**config.mk**
```make
export PLATFORM = sky130hd
export DESIGN_NAME = gain_scheduled_pid_step
export DESIGN_NICKNAME = d
export VERILOG_FILES = /design/src/gspid_pkg.sv /design/src/gspid_core.sv /design/src/gain_scheduled_pid_step.sv
export SDC_FILE = /design/constraint.sdc
export NUM_CORES = 2
export LEC_CHECK = 0
export ABC_AREA = 0
export BUFFER_PORTS_ARGS = -buffer_cell sky130_fd_sc_hd__buf_2
export CAP_MARGIN = 15
export CORE_MARGIN = 2
export CORE_UTILIZATION = 51
export DETAILED_ROUTE_END_ITERATION = 10
export GPL_TIMING_DRIVEN = 0
export PLACE_DENSITY = 0.67
export SKIP_LAST_GASP = 1
export SLEW_MARGIN = 25
export SYNTH_ARGS = -nofsm -noshare
export SYNTH_HDL_FRONTEND = slang
export SYNTH_HIERARCHICAL = 1
export SYNTH_SLANG_ARGS = --single-unit
```
**constraint.sdc**
```tcl
create_clock -name clock -period 28.8 [get_ports clock]
set_input_delay 5.76 -clock clock [delete_from_list [all_inputs] [get_ports clock]]
set_output_delay 5.76 -clock clock [all_outputs]
set_load 0.02 [all_outputs]
```
**src/gspid_pkg.sv**
```systemverilog
package gspid_pkg;

   // Field widths
   localparam int unsigned DATA_W      = 16;
   localparam int unsigned ERR_W       = 17;
   localparam int unsigned SUM_W       = 21;
   localparam int unsigned CSR_DATA_W  = 64;

   // Default number of schedule bands
   localparam int unsigned BANDS_DEFAULT = 4;

   // Register indexes
   localparam int unsigned CSR_MIN_OUTPUT = 0;
   localparam int unsigned CSR_MAX_OUTPUT = 1;
   localparam int unsigned CSR_BAND_BASE  = 2;

   // One schedule band as packed in its register
   typedef struct packed {
      logic signed [15:0] bound;
      logic [15:0]        kp;
      logic [15:0]        ki;
      logic [15:0]        kd;
   } band_type;

   // Controller state carried from item to item
   typedef struct packed {
      logic signed [SUM_W-1:0] error_sum;
      logic signed [ERR_W-1:0] last_error;
   } state_type;

   // Datapath result: next state and the output sample
   typedef struct packed {
      state_type                nxt;
      logic signed [DATA_W-1:0] drive;
   } core_out_type;

endpackage

```
**src/gspid_core.sv**
```systemverilog
module gspid_core import gspid_pkg::*; #(
   parameter int unsigned SCHEDULE_BANDS = BANDS_DEFAULT
) (
   input  logic signed [DATA_W-1:0] setpoint,
   input  logic signed [DATA_W-1:0] measured,
   input  logic signed [DATA_W-1:0] min_output,
   input  logic signed [DATA_W-1:0] max_output,
   input  band_type                 band [SCHEDULE_BANDS],
   input  state_type                state,
   output core_out_type             result
);

   band_type           gains;
   logic               found;
   logic signed [16:0] err;
   logic signed [21:0] err_acc;
   logic signed [17:0] err_diff;
   logic signed [33:0] p_prod;
   logic signed [38:0] i_prod;
   logic signed [34:0] d_prod;
   logic signed [40:0] p_wide;
   logic signed [40:0] pid_sum;
   logic signed [40:0] lo16;
   logic signed [40:0] hi16;
   logic               clear;
   logic               accum;
   logic signed [21:0] sum_upd;
   logic signed [21:0] sum_lo;
   logic signed [21:0] sum_hi;
   logic signed [21:0] sum_clamped;
   logic signed [40:0] rounded;
   logic signed [24:0] q;
   logic signed [24:0] q_lo;
   logic signed [24:0] q_hi;
   logic signed [24:0] q_clamped;

   // Pick the first band whose bound covers the target, else the last one
   always_comb begin
      gains = band[SCHEDULE_BANDS-1];
      found = 1'b0;
      for (int i = 0; i < SCHEDULE_BANDS; i++) begin
         if (!found && (setpoint <= band[i].bound)) begin
            gains = band[i];
            found = 1'b1;
         end
      end
   end

   // Error terms
   assign err      = $signed({setpoint[DATA_W-1], setpoint})
                   - $signed({measured[DATA_W-1], measured});
   assign err_acc  = $signed({state.error_sum[SUM_W-1], state.error_sum})
                   + $signed({{5{err[16]}}, err});
   assign err_diff = $signed({err[16], err})
                   - $signed({state.last_error[ERR_W-1], state.last_error});

   // Gain products, gains are unsigned Q0.16
   assign p_prod = $signed({1'b0, gains.kp}) * err;
   assign i_prod = $signed({1'b0, gains.ki}) * err_acc;
   assign d_prod = $signed({1'b0, gains.kd}) * err_diff;

   assign p_wide  = 41'(p_prod);
   assign pid_sum = p_wide + 41'(i_prod) + 41'(d_prod);

   // Output limits scaled to the Q.16 sum
   assign lo16 = $signed({{9{min_output[DATA_W-1]}}, min_output, 16'b0});
   assign hi16 = $signed({{9{max_output[DATA_W-1]}}, max_output, 16'b0});

   // Anti-windup: clear on proportional overshoot, else accumulate inside limits
   assign clear = ((max_output != '0) && (p_wide > hi16))
               || ((min_output != '0) && (p_wide < lo16));
   assign accum = ((min_output == '0) || (pid_sum > lo16))
               && ((max_output == '0) || (pid_sum < hi16));

   assign sum_lo = $signed({{2{min_output[DATA_W-1]}}, min_output, 4'b0});
   assign sum_hi = $signed({{2{max_output[DATA_W-1]}}, max_output, 4'b0});

   always_comb begin
      if (clear) begin
         sum_upd = '0;
      end else if (accum) begin
         sum_upd = err_acc;
      end else begin
         sum_upd = $signed({state.error_sum[SUM_W-1], state.error_sum});
      end
      // Lower bound is checked first; with crossed limits, values below it take it, the rest the upper bound
      if (sum_upd < sum_lo) begin
         sum_clamped = sum_lo;
      end else if (sum_upd > sum_hi) begin
         sum_clamped = sum_hi;
      end else begin
         sum_clamped = sum_upd;
      end
   end

   // Round half up to an integer, then clamp to min then max
   assign rounded = pid_sum + 41'sd32768;
   assign q       = rounded[40:16];
   assign q_lo    = 25'(min_output);
   assign q_hi    = 25'(max_output);

   always_comb begin
      if (q < q_lo) begin
         q_clamped = q_lo;
      end else if (q > q_hi) begin
         q_clamped = q_hi;
      end else begin
         q_clamped = q;
      end
   end

   assign result.nxt.error_sum  = sum_clamped[SUM_W-1:0];
   assign result.nxt.last_error = err;
   assign result.drive          = q_clamped[DATA_W-1:0];

endmodule

```
**src/gain_scheduled_pid_step.sv**
```systemverilog
// Gain-scheduled PID step with integrator anti-windup.
// A req transfer passes the input register, then the result register, to reach rsp_tvalid.
// Throughput: one item per cycle while rsp does not stall; the integrator state updates as each item advances.
// Backpressure on rsp stalls the result register, then the input register.
// Reset (synchronous, active high) clears valids, integrator, last error and all
// configuration registers to zero.
module gain_scheduled_pid_step import gspid_pkg::*; #(
   parameter int unsigned SCHEDULE_BANDS = BANDS_DEFAULT,
   parameter int unsigned CSR_INDEX_W    = $clog2(CSR_BAND_BASE + SCHEDULE_BANDS)
) (
   input  logic                   clock,
   input  logic                   reset,
   // req_tdata: [15:0] setpoint, [31:16] measured
   input  logic                   req_tvalid,
   output logic                   req_tready,
   input  logic [31:0]            req_tdata,
   // rsp_tdata: [15:0] drive
   output logic                   rsp_tvalid,
   input  logic                   rsp_tready,
   output logic [15:0]            rsp_tdata,
   input  logic                   csr_we,
   input  logic [CSR_INDEX_W-1:0] csr_index,
   input  logic [CSR_DATA_W-1:0]  csr_wdata
);

   logic signed [DATA_W-1:0] min_output_ff;
   logic signed [DATA_W-1:0] max_output_ff;
   band_type                 band_ff [SCHEDULE_BANDS];
   logic                     in_valid_ff;
   logic                     in_valid_in;
   logic signed [DATA_W-1:0] setpoint_ff;
   logic signed [DATA_W-1:0] measured_ff;
   logic                     rsp_valid_ff;
   logic                     rsp_valid_in;
   logic signed [DATA_W-1:0] drive_ff;
   state_type                state_ff;
   core_out_type             core_out;
   logic                     req_xfer;
   logic                     advance;

   // Configuration writes; out-of-range indexes drop
   always_ff @(posedge clock) begin
      if (reset) begin
         min_output_ff <= '0;
         max_output_ff <= '0;
         for (int b = 0; b < SCHEDULE_BANDS; b++) begin
            band_ff[b] <= '0;
         end
      end else if (csr_we) begin
         if (csr_index == CSR_INDEX_W'(CSR_MIN_OUTPUT)) begin
            min_output_ff <= csr_wdata[DATA_W-1:0];
         end
         if (csr_index == CSR_INDEX_W'(CSR_MAX_OUTPUT)) begin
            max_output_ff <= csr_wdata[DATA_W-1:0];
         end
         for (int b = 0; b < SCHEDULE_BANDS; b++) begin
            if (csr_index == CSR_INDEX_W'(CSR_BAND_BASE + b)) begin
               band_ff[b] <= csr_wdata;
            end
         end
      end
   end

   // Handshake: the input register advances when the result register frees up
   assign advance     = in_valid_ff && (!rsp_valid_ff || rsp_tready);
   assign req_tready  = !in_valid_ff || advance;
   assign req_xfer    = req_tvalid && req_tready;
   assign in_valid_in = req_xfer || (in_valid_ff && !advance);
   assign rsp_valid_in = advance || (rsp_valid_ff && !rsp_tready);

   always_ff @(posedge clock) begin
      if (reset) begin
         in_valid_ff  <= 1'b0;
         rsp_valid_ff <= 1'b0;
         state_ff     <= '0;
      end else begin
         in_valid_ff  <= in_valid_in;
         rsp_valid_ff <= rsp_valid_in;
         if (advance) begin
            state_ff <= core_out.nxt;
         end
      end
   end

   // Capture payloads
   always_ff @(posedge clock) begin
      if (req_xfer) begin
         setpoint_ff <= req_tdata[15:0];
         measured_ff <= req_tdata[31:16];
      end
      if (advance) begin
         drive_ff <= core_out.drive;
      end
   end

   gspid_core #(
      .SCHEDULE_BANDS(SCHEDULE_BANDS)
   ) u_core (
      .setpoint   (setpoint_ff),
      .measured   (measured_ff),
      .min_output (min_output_ff),
      .max_output (max_output_ff),
      .band       (band_ff),
      .state      (state_ff),
      .result     (core_out)
   );

   assign rsp_tvalid = rsp_valid_ff;
   assign rsp_tdata  = drive_ff;

endmodule

```
==> flow_summary.yaml <==
critical_path:
  crit_slowest_cell: "xnor2_1"
  r2r_slack_ns: 2.88
  path_common_cell: "fa_1"
  r2r_end: "state_ff[34]$_SDFFE_PP0P_"
  crit_path_end_kind: "flip-flop"
  arrival_ns: 26.40
  startpoint_type: "flip-flop"
  r2r-start: "setpoint_ff[5]$_DFFE_PP_"
  reg2regPathDepth: 85
  max_stage_delay_ns: 0.73
  critPathMaxFanout: 10
  crit_required_ns: 29.28
  critPathKind: "flip-flop to flip-flop"
global_routing:
  grt_pass1_vias: 50267
  grt_pass1_wl_um: 305000
  antenna_found_initial: 18
  overflow: 0
  grt_max_degree: 28
  grt_usage_pct: 33.7
logic_synthesis:
  synth.yosys.seq_area_share_pct: 13.4
  syn-mean-instance-area_um2: 8.37
  syn_area_um2: 59800
  yosysTopAreaCell: "fa_1"
  synth.most_common_cell: "inv_1"
  syn-instance-count: 7138
  yosysWarnings: 6
  synth_cell_types: 93
  ys.flop_type: "dfxtp_1"
  async_flop_share_pct: 0
  synth_common_cells: "inv_1 (1333), nand2_1 (1157), fa_1 (988), nor2_1 (641), ha_1 (579)"
  syn-num-nets: 8809
  synth-seq-cells: 376
  synth_edf_count: 48
  synth_top_cells_by_area: "fa_1 (33%), ha_1 (12%), dfxtp_1 (11%), inv_1 (8.4%), nand2_1 (7.3%)"
  synth_top_area_share_pct: 33.1
job:
  cap_violations: 0
sta:
  setup_viol: 0
  rsz0062_at_grt: "no"
  drv_slew: 0
  setup_slack_ns: 2.88
  fin_hold_ws_ns: 0.455
  tightest_slew_ns: 1.21
  layout_min_cycle_time_ns: 25.92
  slew-limit-headroom_pct: 18.7
  fin_skew_ns: 0.0328
  clock.fmax_mhz: 38.6
  finalHoldViolCount: 0
  finalCritPeriodShare_pct: 90.0
  setup_tns_ns: 0
finish:
  final_nets: 8992
  utilization_pct: 55.4
  drive_gt1_share_pct: 5.58
  syn2layout_area_growth_pct: 7.66
clock_network:
  numCtsBuffers: 40
  clkSinkCount: 376
  postCtsSetupBuffers: 0
  cts_root_buffer: "clkbuf_16"
  clk-insertion-delay-late_ns: 0.59
  cts.repair.resized: 0
  clockBufferDepth: 3
  cts-htree-levels: 2
  clk_pin_slew_ns: 0.06
  cts_hold_buf: 0
  cts_tree: "yes"
routing:
  firstDrtPassIters: 6
  drc: 0
  wirelength_um: 201000
  viasPerCell: 5.65
  antenna_left: 0
  first_iter_violations: 4886
  vias: 50201
  routedWlPerCell_um: 22.6
hold_path:
  hold_start: "band_ff[191]$_SDFFE_PP0P_"
  hold-path-endpoint: "band_ff[191]$_SDFFE_PP0P_"
  min_path_type: "flip-flop to flip-flop"
  hold_depth: 2
floorplanning:
  start_util_pct: 51.4
  die_w_um: 346
  num_rows: 125
  io_pins: 122
  die_area_um2: 120000
  die_y_um: 346
  core_um2: 116000
place:
  io_buffers: 120
  dp_hpwl_um: 169000
  gp_congestion: 0.976
  dp_slack_ns: 3.38
outcome:
  status: "completed"
[worst max-delay path by stage]
stage	startpoint	to	slack, ns	depth (start not counted)
floorplan	setpoint_ff[5]$_DFFE_PP_	state_ff[32]$_SDFFE_PP0P_	8.71	86
global placement	setpoint_ff[15]$_DFFE_PP_	state_ff[35]$_SDFFE_PP0P_	3.05	87
detailed placement	setpoint_ff[13]$_DFFE_PP_	state_ff[34]$_SDFFE_PP0P_	3.38	85
CTS	setpoint_ff[13]$_DFFE_PP_	state_ff[34]$_SDFFE_PP0P_	3.23	85
global route	setpoint_ff[5]$_DFFE_PP_	state_ff[34]$_SDFFE_PP0P_	1.89	85
finish	setpoint_ff[5]$_DFFE_PP_	state_ff[34]$_SDFFE_PP0P_	2.88	85
[metrics by stage]
stage / std cells / cell area, um^2
after floorplan: 7138 / 59800
after global placement: 8782 / 62300
after detailed placement: 8802 / 62900
after CTS: 8874 / 64300
after global routing: 8884 / 64300
final: 8889 / 64400
[cell type report]
| class | count | area [um^2] |
|---|---|---|
| repair buffers | 141 | 928 |
| clock buffers | 55 | 1130 |
| well taps | 1524 | 1910 |
| diodes | 14 | 35.0 |
| fillers | 10848 | 51900 |
| clock inverters | 17 | 191 |
| flip-flops and latches | 376 | 8010 |
| plain buffers | 284 | 1430 |
| multi-input cells | 5135 | 45700 |
| inverters | 1343 | 5040 |
[layout by cell type, fill, tap and decap left out, types with 17 or more instances in the layout]
cell type / synthesis / routed
a22oi_1: 17 / 17
fa_1: 988 / 988
inv_1: 1333 / 1331
dfxtp_1: 328 / 328
nand2_1: 1157 / 1157
nor3_1: 34 / 32
nor2b_1: 99 / 99
o21a_1: 43 / 43
o21ai_2: 3 / 18
nand3_1: 90 / 90
nor4_1: 22 / 22
or2_2: 20 / 20
o22ai_1: 52 / 52
xnor2_2: 0 / 18
a211oi_1: 23 / 23
nand2b_1: 135 / 134
xnor2_1: 86 / 68
and2_1: 32 / 32
buf_6: 35 / 39
clkbuf_16: 0 / 41
o21ai_0: 119 / 112
a21oi_1: 453 / 438
nor2_1: 641 / 641
ha_1: 579 / 579
mux2i_1: 60 / 59
xor2_1: 59 / 52
buf_2: 50 / 171
o21bai_1: 24 / 24
a21o_1: 78 / 78
clkbuf_1: 178 / 187
nand4_1: 41 / 41
o211ai_1: 22 / 22
a31oi_1: 65 / 65
edfxtp_1: 48 / 48
[flip-flops by register name, summed over array words and instances (netlist names)]
signal and count:
setpoint_ff 16, band_ff 256, measured_ff 16, state_ff 38
min_output_ff 16, rsp_tvalid 1, rsp_tdata 16, in_valid_ff 1
max_output_ff 16
[layer usage]
layer  track usage (%)  share of wire (%)
met2              49.7                 42
met4              13.8                4.7
met5                 0              0.010
met3              6.50                 10
met1              48.5                 43
[critical path, delay by kind of cell (launching register included)]
| family | cells | cell delay, ns |
|---|---|---|
| AO/OA/AOI/OAI | 30 | 8.12 |
| XOR/XNOR | 2 | 1.10 |
| adder cells (fa/ha/maj) | 18 | 8.55 |
| buffers and inverters | 17 | 3.22 |
| flip-flops | 1 | 0.58 |
| multiplexers | 2 | 0.35 |
| AND/OR/NAND/NOR | 16 | 3.83 |
[kinds of logic (layout without fill, tap and decap cells)]
group                      count (synthesis)  count (layout)  synth area share [%]
and+or+nand+nor                         2338            2338                  17.0
buffers and inverters                   1627            1840                  10.8
adders and majority gates               1567            1567                  45.2
AOI/OAI and AO/OA                       1022            1022                  10.4
DFF                                      376             376                  13.4
xor gates and xnor gates                 145             145                  2.12
muxes                                     63              63                  1.06
other                                      0              14                     0
Power is left out: the tool's default activity adds up to more than one toggle a clock period on the data nets, which glitch-free logic cannot reach.
